## config.mk

```make
export PLATFORM = sky130hd
export DESIGN_NAME = stepper_driver_uart_datagram_codec_unit
export DESIGN_NICKNAME = d
export VERILOG_FILES = /design/src/rtl/sdc_pkg.sv /design/src/rtl/sdc_front.sv /design/src/rtl/sdc_queue.sv /design/src/rtl/sdc_back.sv /design/src/rtl/stepper_driver_uart_datagram_codec_unit.sv
export SDC_FILE = /design/constraint.sdc
export NUM_CORES = 1
export LEC_CHECK = 0
export ABC_AREA = 0
export BUFFER_PORTS_ARGS = -buffer_cell sky130_fd_sc_hd__buf_2
export CAP_MARGIN = 10
export CELL_PAD_IN_SITES_DETAIL_PLACEMENT = 0
export CELL_PAD_IN_SITES_GLOBAL_PLACEMENT = 1
export CORE_ASPECT_RATIO = 0.9
export CORE_MARGIN = 2
export CORE_UTILIZATION = 41
export CTS_BUF_LIST = sky130_fd_sc_hd__clkbuf_2 sky130_fd_sc_hd__clkbuf_4 sky130_fd_sc_hd__clkbuf_8
export CTS_CLUSTER_SIZE = 25
export DETAILED_ROUTE_END_ITERATION = 10
export PLACE_DENSITY = 0.76
export SLEW_MARGIN = 20
export SYNTH_ARGS = -nofsm -noshare
export SYNTH_HDL_FRONTEND = slang
export SYNTH_SLANG_ARGS = --single-unit
```

## constraint.sdc

```tcl
create_clock -name clk -period 6.7 [get_ports clk]
set_input_delay 1.005 -clock clk [delete_from_list [all_inputs] [get_ports clk]]
set_output_delay 1.005 -clock clk [all_outputs]
set_load 0.02 [all_outputs]
```

## src/rtl/sdc_pkg.sv

```systemverilog
// ----------------------------------------------------------------------------
// sdc_pkg
// Shared types, codes, constants and the CRC-8 byte step of the stepper
// driver UART datagram codec.
// ----------------------------------------------------------------------------
package sdc_pkg;

    typedef enum logic [1:0] {
        OP_READ  = 2'd0,
        OP_WRITE = 2'd1,
        OP_RX    = 2'd2,
        OP_NONE  = 2'd3
    } op_t;

    typedef enum logic [1:0] {
        ST_OK       = 2'd0,
        ST_BAD_SYNC = 2'd1,
        ST_BAD_REG  = 2'd2,
        ST_BAD_CRC  = 2'd3
    } status_t;

    localparam logic KIND_TX    = 1'b0;
    localparam logic KIND_REPLY = 1'b1;

    localparam logic [7:0] SYNC_REQUEST = 8'hF5;
    localparam logic [7:0] SYNC_REPLY   = 8'h05;
    localparam logic [7:0] ADDR_REPLY   = 8'hFF;
    localparam logic [7:0] CRC_POLY     = 8'h07;
    localparam logic [7:0] WRITE_FLAG   = 8'h80;

    localparam int QUEUE_DEPTH_DEFAULT = 2;
    localparam int RX_BYTES            = 10;
    localparam int RX_STORED           = RX_BYTES - 1;

    localparam logic [2:0] CRC_LEN_READ  = 3'd3;
    localparam logic [2:0] CRC_LEN_LONG  = 3'd7;
    localparam logic [3:0] TX_LEN_READ   = 4'd5;
    localparam logic [3:0] TX_LEN_WRITE  = 4'd10;
    localparam logic [3:0] CRC_GATE_READ  = 4'd3;
    localparam logic [3:0] CRC_GATE_WRITE = 4'd8;
    localparam logic [3:0] RX_LAST_COUNT = 4'(RX_BYTES - 1);

    typedef struct packed {
        logic            is_reply;
        logic            is_write;
        logic [6:0]      exp_reg;
        logic [7:0][7:0] data;
    } sdc_cmd_t;

    function automatic logic [7:0] crc8_byte(input logic [7:0] crc_in,
                                             input logic [7:0] din);
        logic [7:0] c;
        logic [7:0] b;
        c = crc_in;
        b = din;
        for (int i = 0; i < 8; i++) begin
            if (c[7] ^ b[0]) begin
                c = {c[6:0], 1'b0} ^ CRC_POLY;
            end else begin
                c = {c[6:0], 1'b0};
            end
            b = {1'b0, b[7:1]};
        end
        return c;
    endfunction

endpackage

```

## src/rtl/sdc_front.sv

```systemverilog
// ----------------------------------------------------------------------------
// sdc_front
// Accepts input items, builds request datagram bytes, collects received
// framed bytes and deframes a complete reply into a command for the queue.
// ----------------------------------------------------------------------------
module sdc_front
    import sdc_pkg::*;
(
    input  logic        clk,
    input  logic        rst_n,
    input  logic        in_valid,
    output logic        in_ready,
    input  logic [1:0]  operation,
    input  logic [7:0]  node_address,
    input  logic [6:0]  register_index,
    input  logic [31:0] write_value,
    input  logic [7:0]  rx_byte,
    output logic        cmd_push,
    output sdc_cmd_t    cmd,
    input  logic        cmd_ready
);

    logic [6:0] exp_reg_reg;
    logic [6:0] exp_reg_next;
    logic [3:0] rx_count_reg;
    logic [3:0] rx_count_next;
    logic [7:0] frame_reg [RX_STORED];
    logic       frame_we;
    logic       accept;
    logic [8*RX_BYTES-1:0] stream;

    assign in_ready = cmd_ready;
    assign accept   = in_valid && in_ready;

    always_comb
    begin
        stream[8*RX_BYTES-1 -: 8] = rx_byte;
        for (int m = 0; m < RX_STORED; m++) begin
            stream[8*m +: 8] = frame_reg[m];
        end
    end

    always_comb
    begin
        exp_reg_next  = exp_reg_reg;
        rx_count_next = rx_count_reg;
        frame_we      = 1'b0;
        cmd_push      = 1'b0;
        cmd           = '0;
        if (accept) begin
            unique case (op_t'(operation))
                OP_READ:
                begin
                    cmd_push      = 1'b1;
                    cmd.data[0]   = SYNC_REQUEST;
                    cmd.data[1]   = node_address;
                    cmd.data[2]   = {1'b0, register_index};
                    exp_reg_next  = register_index;
                    rx_count_next = '0;
                end
                OP_WRITE:
                begin
                    cmd_push      = 1'b1;
                    cmd.is_write  = 1'b1;
                    cmd.data[0]   = SYNC_REQUEST;
                    cmd.data[1]   = node_address;
                    cmd.data[2]   = {1'b0, register_index} | WRITE_FLAG;
                    cmd.data[3]   = write_value[31:24];
                    cmd.data[4]   = write_value[23:16];
                    cmd.data[5]   = write_value[15:8];
                    cmd.data[6]   = write_value[7:0];
                    rx_count_next = '0;
                end
                OP_RX:
                begin
                    if (rx_count_reg == RX_LAST_COUNT) begin
                        cmd_push     = 1'b1;
                        cmd.is_reply = 1'b1;
                        cmd.exp_reg  = exp_reg_reg;
                        for (int n = 0; n < 8; n++) begin
                            cmd.data[n] = stream[10*n+1 +: 8];
                        end
                        rx_count_next = '0;
                    end else begin
                        frame_we      = 1'b1;
                        rx_count_next = rx_count_reg + 4'd1;
                    end
                end
                OP_NONE:
                begin
                end
            endcase
        end
    end

    always_ff @(posedge clk or negedge rst_n)
    begin
        if (!rst_n) begin
            exp_reg_reg  <= '0;
            rx_count_reg <= '0;
        end else begin
            exp_reg_reg  <= exp_reg_next;
            rx_count_reg <= rx_count_next;
        end
    end

    always_ff @(posedge clk)
    begin
        if (frame_we) begin
            frame_reg[rx_count_reg] <= rx_byte;
        end
    end

endmodule

```

## src/rtl/sdc_queue.sv

```systemverilog
// ----------------------------------------------------------------------------
// sdc_queue
// Short command queue that decouples the front from the back sequencer.
// ----------------------------------------------------------------------------
module sdc_queue
    import sdc_pkg::*;
#(
    parameter int DEPTH = QUEUE_DEPTH_DEFAULT
)
(
    input  logic     clk,
    input  logic     rst_n,
    input  logic     push,
    input  sdc_cmd_t push_cmd,
    output logic     push_ready,
    input  logic     pop,
    output logic     pop_valid,
    output sdc_cmd_t pop_cmd
);

    localparam int PTR_W = $clog2(DEPTH);
    localparam int CNT_W = $clog2(DEPTH + 1);
    localparam logic [PTR_W-1:0] LAST_PTR = PTR_W'(DEPTH - 1);
    localparam logic [CNT_W-1:0] FULL_CNT = CNT_W'(DEPTH);

    sdc_cmd_t         entry_reg [DEPTH];
    logic [PTR_W-1:0] wr_ptr_reg;
    logic [PTR_W-1:0] wr_ptr_next;
    logic [PTR_W-1:0] rd_ptr_reg;
    logic [PTR_W-1:0] rd_ptr_next;
    logic [CNT_W-1:0] count_reg;
    logic [CNT_W-1:0] count_next;
    logic             do_push;
    logic             do_pop;

    assign push_ready = (count_reg != FULL_CNT);
    assign pop_valid  = (count_reg != '0);
    assign pop_cmd    = entry_reg[rd_ptr_reg];
    assign do_push    = push && push_ready;
    assign do_pop     = pop && pop_valid;

    always_comb
    begin
        wr_ptr_next = wr_ptr_reg;
        rd_ptr_next = rd_ptr_reg;
        count_next  = count_reg;
        if (do_push) begin
            wr_ptr_next = (wr_ptr_reg == LAST_PTR) ? '0 : wr_ptr_reg + PTR_W'(1);
        end
        if (do_pop) begin
            rd_ptr_next = (rd_ptr_reg == LAST_PTR) ? '0 : rd_ptr_reg + PTR_W'(1);
        end
        if (do_push && !do_pop) begin
            count_next = count_reg + CNT_W'(1);
        end else if (do_pop && !do_push) begin
            count_next = count_reg - CNT_W'(1);
        end
    end

    always_ff @(posedge clk or negedge rst_n)
    begin
        if (!rst_n) begin
            wr_ptr_reg <= '0;
            rd_ptr_reg <= '0;
            count_reg  <= '0;
        end else begin
            wr_ptr_reg <= wr_ptr_next;
            rd_ptr_reg <= rd_ptr_next;
            count_reg  <= count_next;
        end
    end

    always_ff @(posedge clk)
    begin
        if (do_push) begin
            entry_reg[wr_ptr_reg] <= push_cmd;
        end
    end

endmodule

```

## src/rtl/sdc_back.sv

```systemverilog
// ----------------------------------------------------------------------------
// sdc_back
// Back sequencer: folds the CRC one byte per cycle; while the output is free,
// emits framed transmit bytes one per cycle or a checked reply, registered.
// ----------------------------------------------------------------------------
module sdc_back
    import sdc_pkg::*;
(
    input  logic        clk,
    input  logic        rst_n,
    input  logic        cmd_valid,
    input  sdc_cmd_t    cmd_in,
    output logic        cmd_pop,
    output logic        out_valid,
    input  logic        out_ready,
    output logic        kind,
    output logic [7:0]  tx_byte,
    output logic        last,
    output logic [31:0] reply_value,
    output logic [1:0]  reply_status
);

    sdc_cmd_t    cmd_reg;
    logic        busy_reg;
    logic        busy_next;
    logic [7:0]  crc_reg;
    logic [7:0]  crc_next;
    logic [2:0]  crc_cnt_reg;
    logic [2:0]  crc_cnt_next;
    logic [3:0]  pos_reg;
    logic [3:0]  pos_next;
    logic        out_valid_reg;
    logic        out_valid_next;
    logic        kind_reg;
    logic [7:0]  tx_byte_reg;
    logic        last_reg;
    logic [31:0] reply_value_reg;
    logic [1:0]  reply_status_reg;

    logic [2:0]  crc_len;
    logic [3:0]  tx_len;
    logic [3:0]  crc_gate;
    logic        crc_done;
    logic        out_free;
    logic        emit_tx;
    logic        emit_reply;
    logic        finish;
    logic [79:0] stream;
    logic [6:0]  bit_pos;
    logic [7:0]  tx_sel;
    status_t     status;

    assign crc_len  = (cmd_reg.is_write || cmd_reg.is_reply) ? CRC_LEN_LONG : CRC_LEN_READ;
    assign tx_len   = cmd_reg.is_write ? TX_LEN_WRITE : TX_LEN_READ;
    assign crc_gate = cmd_reg.is_write ? CRC_GATE_WRITE : CRC_GATE_READ;
    assign crc_done = (crc_cnt_reg == crc_len);
    assign out_free = !out_valid_reg || out_ready;

    assign emit_tx    = busy_reg && !cmd_reg.is_reply && out_free
                        && ((pos_reg < crc_gate) || crc_done);
    assign emit_reply = busy_reg && cmd_reg.is_reply && out_free && crc_done;
    assign finish     = emit_reply || (emit_tx && (pos_reg == tx_len - 4'd1));
    assign cmd_pop    = cmd_valid && (!busy_reg || finish);

    always_comb
    begin
        for (int n = 0; n < 8; n++) begin
            if (3'(n) == crc_len) begin
                stream[10*n +: 10] = {1'b1, crc_reg, 1'b0};
            end else begin
                stream[10*n +: 10] = {1'b1, cmd_reg.data[n], 1'b0};
            end
        end
    end

    assign bit_pos = {pos_reg, 3'b000};
    assign tx_sel  = stream[bit_pos +: 8];

    always_comb
    begin
        if ((cmd_reg.data[0] != SYNC_REPLY) || (cmd_reg.data[1] != ADDR_REPLY)) begin
            status = ST_BAD_SYNC;
        end else if (cmd_reg.data[2] != {1'b0, cmd_reg.exp_reg}) begin
            status = ST_BAD_REG;
        end else if (crc_reg != cmd_reg.data[7]) begin
            status = ST_BAD_CRC;
        end else begin
            status = ST_OK;
        end
    end

    always_comb
    begin
        busy_next    = busy_reg;
        crc_next     = crc_reg;
        crc_cnt_next = crc_cnt_reg;
        pos_next     = pos_reg;
        if (busy_reg && !crc_done) begin
            crc_next     = crc8_byte(crc_reg, cmd_reg.data[crc_cnt_reg]);
            crc_cnt_next = crc_cnt_reg + 3'd1;
        end
        if (emit_tx) begin
            pos_next = pos_reg + 4'd1;
        end
        if (finish) begin
            busy_next = 1'b0;
        end
        if (cmd_pop) begin
            busy_next    = 1'b1;
            crc_next     = '0;
            crc_cnt_next = '0;
            pos_next     = '0;
        end
        out_valid_next = (emit_tx || emit_reply) ? 1'b1
                       : (out_ready ? 1'b0 : out_valid_reg);
    end

    always_ff @(posedge clk or negedge rst_n)
    begin
        if (!rst_n) begin
            busy_reg      <= 1'b0;
            out_valid_reg <= 1'b0;
        end else begin
            busy_reg      <= busy_next;
            out_valid_reg <= out_valid_next;
        end
    end

    always_ff @(posedge clk)
    begin
        crc_reg     <= crc_next;
        crc_cnt_reg <= crc_cnt_next;
        pos_reg     <= pos_next;
        if (cmd_pop) begin
            cmd_reg <= cmd_in;
        end
        if (emit_tx) begin
            kind_reg         <= KIND_TX;
            tx_byte_reg      <= tx_sel;
            last_reg         <= (pos_reg == tx_len - 4'd1);
            reply_value_reg  <= '0;
            reply_status_reg <= ST_OK;
        end else if (emit_reply) begin
            kind_reg         <= KIND_REPLY;
            tx_byte_reg      <= '0;
            last_reg         <= 1'b0;
            reply_value_reg  <= {cmd_reg.data[3], cmd_reg.data[4],
                                 cmd_reg.data[5], cmd_reg.data[6]};
            reply_status_reg <= status;
        end
    end

    assign out_valid    = out_valid_reg;
    assign kind         = kind_reg;
    assign tx_byte      = tx_byte_reg;
    assign last         = last_reg;
    assign reply_value  = reply_value_reg;
    assign reply_status = reply_status_reg;

endmodule

```

## src/rtl/stepper_driver_uart_datagram_codec_unit.sv

```systemverilog
// ----------------------------------------------------------------------------
// stepper_driver_uart_datagram_codec_unit
// Builds and checks single-wire UART datagrams for a stepper driver.
// ----------------------------------------------------------------------------
// The front accepts one request every cycle while the command queue has room.
// A read request then comes out as five framed bytes and a write request as
// ten framed bytes, one byte per cycle while the output is not stalled, from the
// back sequencer, which folds the CRC one byte per cycle alongside the output.
// Received bytes are taken one per cycle while the queue has room; the tenth
// queues a reply check, which the sequencer emits once its CRC fold is done.
module stepper_driver_uart_datagram_codec_unit
    import sdc_pkg::*;
#(
    parameter int QUEUE_DEPTH = QUEUE_DEPTH_DEFAULT
)
(
    input  logic        clk,
    input  logic        rst_n,
    input  logic        in_valid,
    output logic        in_ready,
    input  logic [1:0]  operation,
    input  logic [7:0]  node_address,
    input  logic [6:0]  register_index,
    input  logic [31:0] write_value,
    input  logic [7:0]  rx_byte,
    output logic        out_valid,
    input  logic        out_ready,
    output logic        kind,
    output logic [7:0]  tx_byte,
    output logic        last,
    output logic [31:0] reply_value,
    output logic [1:0]  reply_status
);

    logic     q_push;
    logic     q_ready;
    sdc_cmd_t q_in;
    logic     q_pop;
    logic     q_valid;
    sdc_cmd_t q_out;

    sdc_front u_front (
        .clk            (clk),
        .rst_n          (rst_n),
        .in_valid       (in_valid),
        .in_ready       (in_ready),
        .operation      (operation),
        .node_address   (node_address),
        .register_index (register_index),
        .write_value    (write_value),
        .rx_byte        (rx_byte),
        .cmd_push       (q_push),
        .cmd            (q_in),
        .cmd_ready      (q_ready)
    );

    sdc_queue #(
        .DEPTH (QUEUE_DEPTH)
    ) u_queue (
        .clk        (clk),
        .rst_n      (rst_n),
        .push       (q_push),
        .push_cmd   (q_in),
        .push_ready (q_ready),
        .pop        (q_pop),
        .pop_valid  (q_valid),
        .pop_cmd    (q_out)
    );

    sdc_back u_back (
        .clk          (clk),
        .rst_n        (rst_n),
        .cmd_valid    (q_valid),
        .cmd_in       (q_out),
        .cmd_pop      (q_pop),
        .out_valid    (out_valid),
        .out_ready    (out_ready),
        .kind         (kind),
        .tx_byte      (tx_byte),
        .last         (last),
        .reply_value  (reply_value),
        .reply_status (reply_status)
    );

    a_push_fits: assert property (@(posedge clk) disable iff (!rst_n)
        q_push |-> q_ready)
        else $error("Command pushed into a full queue.");

    a_pop_valid: assert property (@(posedge clk) disable iff (!rst_n)
        q_pop |-> q_valid)
        else $error("Command popped from an empty queue.");

    a_reply_clean: assert property (@(posedge clk) disable iff (!rst_n)
        (out_valid && (kind == KIND_REPLY)) |-> (!last && (tx_byte == 8'd0)))
        else $error("Reply carries transmit byte fields.");

endmodule

```

After elaboration in Yosys (flattened, before gate mapping)
Memory sizes are Yosys's and may differ from the RTL's. A register that Yosys moved wholly into a read port is not among the register bits. Cells that the tools add are included.

Register bits: 76. Memory bits (writable): 218. Bits of input ports: 61. Output and inout port bits: 46. Memories: 2.

Memories: u_queue.entry_reg (depth 2, bits a word 73, rd ports 1, clocked after memory_dff 1, wr ports 1, line sdc_queue.sv:26) `sdc_cmd_t entry_reg [DEPTH];`; u_front.frame_reg (depth 9, bits a word 8, rd ports 9, clocked after memory_dff 0, wr ports 1, line sdc_front.sv:27) `logic [7:0] frame_reg [RX_STORED];`.

Add/subtract/negate cells: 8. Magnitude comparators: 2. Equal/unequal tests: 17. Shifts and indexed selects: 1. Mux-type cells: 62. Bitwise gates (word level): 16. Reductions and logical operators: 38.

Operators with widths (number): $mux W8 (10); $shiftx A80 B8 Y8 (1); $mux W73 (1); $mux W9 (8); $pmux W24 S3 (1); $mux W71 (1); $pmux W32 S2 (1); $mux W3 (9); $bmux W8 S3 (1); $not A3 Y3 (8); $mux W1 (19); $mux W15 (1); $logic_and A1 B1 Y1 (14); $eq A3 B3 Y1 const A (4); $mux W4 (3); $reduce_bool A2 Y1 (6); $mux W2 (5); $add A4 B1 Y4 const B (2); $ne A8 B3 Y1 const B (1); $ne A8 B7 Y1 (1); $ne A8 B8 Y1 (1); $ne A8 B8 Y1 const B (1); $pmux W4 S2 (1); $xor A1 B1 Y1 (8); 22 further kinds (36).

Depth between registers and ports, before layout
Gate-level depths: netlist of run 1.

Depth after elaboration: 26. Depth in mapped cells: 12. Mapped depth without buffers: 11.

Hierarchy
From an unflattened synthesis of run 1, not the netlist that was laid out.

Cells, all modules: 1072. Area total of the unflattened synthesis: 15280.9 um2.

By module, submodules not included: sdc_back (instances 1, cells an instance 549, area each 6288.5 um2); sdc_queue (instances 1, cells an instance 245, area each 5709.2 um2); sdc_front (instances 1, cells an instance 278, area each 3283.1 um2).

Worst setup path before layout of run 1
Ideal clock, no wire load.

Path type: input-to-reg. Start: in operation[1]. End: mem u_queue.entry_reg[0][0] (netlist name) (enable). Arrival: 6.601 ns. Required time: 6.106 ns. Setup slack: -0.495 ns. Stages: 6. Buffers on the path: 1. Cells stage by stage: inv_1 > ha_1 > clkbuf_1 > or2_0 > nor2_1 > nor3_1.

Cells in the longest elaborated chain, start to end: 7.

Ends and longest elaborated chain: from (decl) (line stepper_driver_uart_datagram_codec_unit.sv:21) `input logic [1:0] operation,`; $eq A2 B1 Y1 / $logic_not A2 Y1 (equally long branches) (line sdc_front.sv:51) `unique case (op_t'(operation))`; $reduce_or A2 Y1 (no source line); $pmux W1 S2 (*) (line sdc_front.sv:51); $mux W1 (*) (line sdc_front.sv:50) `if (accept) begin`; $logic_and A1 B1 Y1 (*) (line sdc_queue.sv:39) `assign do_push = push && push_ready;`; $mux W1 (*) (line sdc_queue.sv:75) `if (do_push) begin`; $mux W1 (implied by the code) (*) (line sdc_queue.sv:76) `entry_reg[wr_ptr_reg] <= push_cmd;`; to (decl) (line sdc_queue.sv:26).

Every way passes the cells marked *; elsewhere a longest branch is shown, timed or not.

Worst setup path after layout of run 1
Start: reg u_queue.count_reg[0]. End: mem u_queue.entry_reg[1][40] (netlist name) (enable).

Cells in the longest elaborated chain, start to end: 6.

Ends and longest elaborated chain: from (decl) (line sdc_queue.sv:31) `logic [CNT_W-1:0] count_reg;`; from (signal assigned) (line sdc_queue.sv:69) `count_reg <= count_next;`; $ne A2 B2 Y1 (*) (line sdc_queue.sv:36) `assign push_ready = (count_reg != FULL_CNT);`; $logic_and A1 B1 Y1 (line sdc_front.sv:33) `assign accept = in_valid && in_ready;`; $mux W1 (line sdc_front.sv:50); $logic_and A1 B1 Y1 (*) (line sdc_queue.sv:39); via u_queue.do_push (line sdc_queue.sv:33) `logic do_push;`; $mux W1 (*) (line sdc_queue.sv:75); $mux W1 (implied by the code) (*) (line sdc_queue.sv:76).

The timed path passes the listed nets; every way through them passes the cells marked *.

==> results of run 1 <==
## kinds of logic (layout without fill, tap and decap cells)
kind of cell	Yosys count	after routing	synth area share
simple gates	262	262	0.0803
fa+ha+maj	10	10	0.00845
xor+xnor	47	47	0.0317
mux	131	131	0.109
compound gates	168	168	0.0753
flops	352	352	0.674
buf+inv	72	225	0.0211
## power groups by stage
stage	registers, W	clock network (W)	logic, W
6_report	0.00330	0.00178	0.00259
5_1_grt	0.00333	0.00191	0.00284
4_1_cts	0.00329	0.00181	0.00260
3_5_place_dp	0.00333	0	0.00259
3_3_place_gp	0.00332	0	0.00256
2_1_floorplan	0.00325	0	0.00198
## cells in the final DEF (no fill, tap or decap), types with 10 or more instances in the layout
| cell type | netlist | routed |
|---|---|---|
| buf_2 | 1 | 106 |
| clkbuf_4 | 0 | 18 |
| xnor2_1 | 26 | 26 |
| dfxtp_1 | 50 | 50 |
| xor2_1 | 16 | 16 |
| clkbuf_8 | 0 | 59 |
| o21ai_0 | 16 | 16 |
| buf_4 | 2 | 15 |
| clkinv_1 | 0 | 10 |
| mux2i_1 | 22 | 22 |
| ha_1 | 10 | 10 |
| edfxtp_1 | 285 | 285 |
| and3_1 | 22 | 22 |
| nor2b_1 | 10 | 10 |
| a22oi_1 | 49 | 49 |
| a21oi_1 | 54 | 54 |
| mux2_2 | 91 | 91 |
| nor2_1 | 92 | 91 |
| nand2_1 | 94 | 94 |
| dfrtp_1 | 17 | 16 |
## final timing paths
path                                             from                       end  slack (ps)  cells past startpoint
worst max register to register   u_queue.count_reg[0]  u_queue.entry_reg[1][40]        2230                      6
max in group asynchronous                       rst_n        u_queue.rd_ptr_reg        5940                      1
worst max-delay path             u_queue.count_reg[0]  u_queue.entry_reg[1][40]        2230                      6
min in group clk                u_back.reply_value[1]     u_back.reply_value[1]         450                      2
worst min register to register  u_back.reply_value[1]     u_back.reply_value[1]         450                      2
worst min-delay path                            rst_n   u_front.rx_count_reg[1]         360                      1
## worst max-delay path: stages, from the launching register on
cell and delay [ps]:
dfrtp_1 440, nand2b_1 300, and2_1 660, nand2b_1 640
nor2_1 720, and2_2 740, buf_4 590
## routing by layer
layer  up-vias  share of wire  global-route usage
li1       4134              -                   -
met1      4372           0.48               0.290
met2       315           0.44               0.272
met3        44          0.069              0.0396
met4         0          0.013              0.0371
met5         -              0                   0
## stage by stage
stage / area [um^2] / power (W) / utilization / hold slack, ps
after detailed placement: 15800 / 0.00592 / 0.440 / 448
after floorplan: 14800 / 0.00523 / - / 471
after global placement: 15800 / 0.00588 / 0.440 / 444
final: 16900 / 0.00767 / 0.471 / 361
after CTS: 16900 / 0.00771 / 0.471 / 327
after global routing: 16900 / 0.00808 / 0.471 / 346
## area by class of cell
cell class	instances	share of cell area
Sequential cell	352	0.592
Multi-Input combinational cell	618	0.269
Clock buffer	77	0.0562
Timing Repair Buffer	121	0.0381
Tap cell	476	0.0353
Clock inverter	20	0.00786
Inverter	7	0.00156
==> results.json, run 1 <==
{
  "rsz0062_at_grt": "no",
  "syn_avg_cell_area_um2": 14.2,
  "setup_viol": 0,
  "wl_per_cell_um": 21.1,
  "die-area_um2": 37700,
  "core-area_um2": 35800,
  "netlist_area_um2": 14800,
  "p_comb_frac": 0.338,
  "postCtsHoldBufs": 0,
  "synthesis.nets": 1113,
  "antenna_cells": 0,
  "fin_worst_skew_ps": 24.9,
  "yosysWarnings": 0,
  "pwr-share-clk": 0.232,
  "grt_pass1_vias": 8420,
  "cts_tree": "yes",
  "synth_top_area_share": 0.578,
  "status": "finished, final reports clean",
  "async_flop_share": 0.0483,
  "n_fill_cell": 3198,
  "track_usage": 0.187,
  "synth_flop_cell": "edfxtp_1",
  "final_net_count": 1224,
  "post_drt_via_cell_ratio": 5.31,
  "synth_cell_types": 64,
  "cap_violations": 0,
  "ys_ff_latch": 352,
  "max_freq_mhz": 224,
  "grt_max_degree": 75,
  "fin_crit_ps": 4470,
  "placementRows": 66,
  "path_class": "reg2reg",
  "switchingPower_w": 0.00263,
  "ant_nets": 0,
  "dp_cells": 1574,
  "first_pass_iters": 7,
  "swShare": 0.343,
  "synthMostInstantiatedCell": "edfxtp_1",
  "largest_register_ff_count": 146,
  "place.detailed.hpwl_mm": 24.4,
  "h-tree-depth": 2,
  "synth_top_cell_by_area": "edfxtp_1",
  "grt_pass1_wl_mm": 52.3,
  "power_leakage_nw": 5.92,
  "clockBufferDepth": 3,
  "die_y_um": 184,
  "synthTopCellsByCount": "edfxtp_1 (285), nand2_1 (94), nor2_1 (92), mux2_2 (91), a21oi_1 (54)",
  "setup_ws_ps": 2230,
  "clkSinkCount": 352,
  "clkTransAtPathRegs_ps": 70,
  "synthCells": 1042,
  "worstMarginPinSlew_ps": 1130,
  "critPathMaxFanout": 43,
  "slew_headroom": 0.247,
  "power.internal_w": 0.00503,
  "io_pins": 107,
  "ys_seq_area_frac": 0.674,
  "drt_iter0_markers": 801,
  "syn_to_final_growth_pct": 13.9,
  "initial_core_util": 0.413,
  "routed_wl_mm": 35.3,
  "peakVddDrop_v": 0.000267,
  "dieWidth_um": 204,
  "cts_resized": 0,
  "routabilityCongestion": 0.891,
  "hold_class": "in2async",
  "final_hold_viol_count": 0,
  "setup.worst_path.start_class": "flop",
  "critical_path_arrival_ps": 4720,
  "place_ws_ps": 1890,
  "pwr-share-seq": 0.430,
  "vias": 8865,
  "clk_latency_ps": 620,
  "synth_edf_count": 285,
  "grt-ovfl-total": 0,
  "drive_above_1_share": 0.268,
  "seq_area_um2": 9990,
  "timing.final.crit_share": 0.667,
  "setup_tns_ps": 0,
  "antenna_found_initial": 0,
  "cts_setup_buffers": 0,
  "worst_setup_path_end_kind": "flop",
  "required_ps": 6950,
  "clock-root-buffer": "clkbuf_8",
  "cts_buffers": 53,
  "port_buffers": 106,
  "finalNonFillerCells": 1671,
  "drc": 0,
  "power_density_nw_per_um2": 455,
  "maxSlewViolCount": 0,
  "synth_area_leaders": "edfxtp_1 (58%), mux2_2 (6.9%), dfxtp_1 (6.8%)",
  "multiInputGateArea_um2": 4540
}
Power figures use the tool's default switching activity.
==> run 2, diff against run 1 <==
--- a/config.mk
+++ b/config.mk
@@ -16,7 +16,7 @@
 export CTS_BUF_LIST = sky130_fd_sc_hd__clkbuf_2 sky130_fd_sc_hd__clkbuf_4 sky130_fd_sc_hd__clkbuf_8
 export CTS_CLUSTER_SIZE = 25
 export DETAILED_ROUTE_END_ITERATION = 10
-export PLACE_DENSITY = 0.76
+export PLACE_DENSITY = 0.74
 export SLEW_MARGIN = 20
 export SYNTH_ARGS = -nofsm -noshare
 export SYNTH_HDL_FRONTEND = slang
==> constraint.sdc (replaced) <==
create_clock -name clk -period 4.4 [get_ports clk]
set_input_delay 0.66 -clock clk [delete_from_list [all_inputs] [get_ports clk]]
set_output_delay 0.66 -clock clk [all_outputs]
set_load 0.02 [all_outputs]
==> run 2 against run 1 <==
Against the previous run: global-route usage is essentially flat; cell count grew 0.84%; design area grew 1.1%; setup slack lost 880 ps; die area is the same; clock skew shrank 2.9 ps; largest cell class unchanged; sequential share of layout area shrank 0.63 points; non-clock buffer count grew 8.
==> results.json, run 2 (synthesis gave the netlist of run 1 again) <==
{
  "status": "finished, final reports clean",
  "setup_viol": 0,
  "fin_crit_ps": 3050,
  "placementRows": 66,
  "die-area_um2": 37700,
  "final_cell_mix": "edfxtp_1 (285), buf_2 (106), nand2_1 (94)",
  "final_hold_viol_count": 0,
  "io_pins": 107,
  "grt_pass1_vias": 8528,
  "port_buffers": 106,
  "largest_register_ff_count": 146,
  "first_pass_iters": 5,
  "clkTransAtPathRegs_ps": 60,
  "final_common_cell": "edfxtp_1",
  "post_drt_via_cell_ratio": 5.28,
  "cts_tree": "yes",
  "max_freq_mhz": 328,
  "grt-ovfl-total": 0,
  "pwr-share-seq": 0.423,
  "maxSlewViolCount": 0,
  "clk_latency_ps": 600,
  "switchingPower_w": 0.00405,
  "cts_setup_buffers": 0,
  "place_area_um2": 15900,
  "swShare": 0.342,
  "place.detailed.hpwl_mm": 24.6,
  "worst_setup_path_end_kind": "flop",
  "cap_violations": 0,
  "drt_iter0_markers": 770,
  "required_ps": 4630,
  "drc": 0,
  "critical_path_arrival_ps": 3280,
  "power.internal_w": 0.00781,
  "core-area_um2": 35800,
  "routabilityCongestion": 0.914,
  "clkSinkCount": 352,
  "slowest_stage": "dfxtp_1",
  "p_comb_frac": 0.338,
  "wl_per_cell_um": 20.9,
  "slowest_delay_ps": 890,
  "rsz0062_at_grt": "no",
  "grt_max_degree": 89,
  "vias": 8889,
  "grt_pass1_wl_mm": 52.6,
  "clockBufferDepth": 3,
  "cts_buffers": 55,
  "h-tree-depth": 2,
  "initial_core_util": 0.413,
  "cp_num_buf_inv": 3,
  "drive_above_1_share": 0.274,
  "postCtsHoldBufs": 0,
  "pwr-share-clk": 0.239,
  "crit_family": "flip-flops",
  "power_density_nw_per_um2": 696,
  "critPathMaxFanout": 88,
  "clock-root-buffer": "clkbuf_8",
  "path_class": "reg2reg",
  "antenna_cells": 0,
  "dieWidth_um": 204,
  "setup.worst_path.start_class": "flop",
  "timing.final.crit_share": 0.692,
  "routed_wl_mm": 35.3,
  "hold_class": "in2async",
  "power_leakage_nw": 6.01,
  "die_y_um": 184,
  "setup_tns_ps": 0,
  "cts_resized": 0,
  "worstMarginPinSlew_ps": 959,
  "fin_worst_skew_ps": 22.1,
  "track_usage": 0.188,
  "path_cells": "ha_1, and3_1, nand3_1, buf_4, nand2_1, o22ai_1, inv_2, buf_12",
  "ant_nets": 0,
  "peakVddDrop_v": 0.000378,
  "slew_headroom": 0.359,
  "syn_to_final_growth_pct": 15.1,
  "antenna_found_initial": 0,
  "final_area_um2": 17000,
  "final_net_count": 1234
}
## run 2: cell count changes in the layout (fill, tap and decap cells not counted), sizes merged
cell / change
buf: +8
bufinv: +3
clkbuf: -7
clkinv: +11
inv: -1
## run 2: cell type report
class | count | area, um^2
fill | 3185 | 18800
clock inverter | 33 | 274
inverter | 7 | 26.3
multi-input combinational | 618 | 4530
clock buffer | 70 | 882
tap | 476 | 596
timing repair buffer | 129 | 753
sequential | 352 | 9990
## run 2: per-stage QoR
step                      setup slack, ps  cells  hold WS (ps)   util  total power [W]
final                                1350   1685          42.0  0.476           0.0119
after global routing                 1100   1685          33.3  0.476           0.0125
after CTS                            1320   1685          4.03  0.476           0.0120
after detailed placement             1190   1582           445  0.443          0.00909
after global placement               1220   1582           447  0.443          0.00902
after floorplan                       493   1042           364      -          0.00796
## run 2: routing by layer
| layer | part of all wire | global-route usage | up-vias | wire length [um] |
|---|---|---|---|---|
| li1 | - | - | 4158 | - |
| met1 | 0.48 | 0.284 | 4339 | 16900 |
| met2 | 0.43 | 0.267 | 316 | 15100 |
| met3 | 0.064 | 0.0387 | 76 | 2270 |
| met4 | 0.028 | 0.0629 | 0 | 975 |
| met5 | 0 | 0 | - | 0 |
## run 2: worst paths after layout
kind / from / end / slack [ps] / depth (start not counted)
hold reg to reg: u_back.reply_value[24] / u_back.reply_value[24] / 450 / 2
setup / recovery: u_back.crc_cnt_reg[0] / u_back.cmd_reg[37] / 1350 / 8
min in group clk: register_index[6] / u_front.exp_reg_reg[6] / 320 / 2
hold / removal: rst_n / u_front.exp_reg_reg[1] / 40 / 1
max in group asynchronous: rst_n / u_queue.rd_ptr_reg / 3960 / 1
setup reg to reg: u_back.crc_cnt_reg[0] / u_back.cmd_reg[37] / 1350 / 8
## run 2: power by group through the flow
stage	clock [W]	sequential [W]	combinational, W
after global routing	0.00305	0.00508	0.00437
after CTS	0.00291	0.00501	0.00403
after detailed placement	0	0.00508	0.00401
after global placement	0	0.00507	0.00396
final	0.00284	0.00502	0.00401
after floorplan	0	0.00494	0.00302
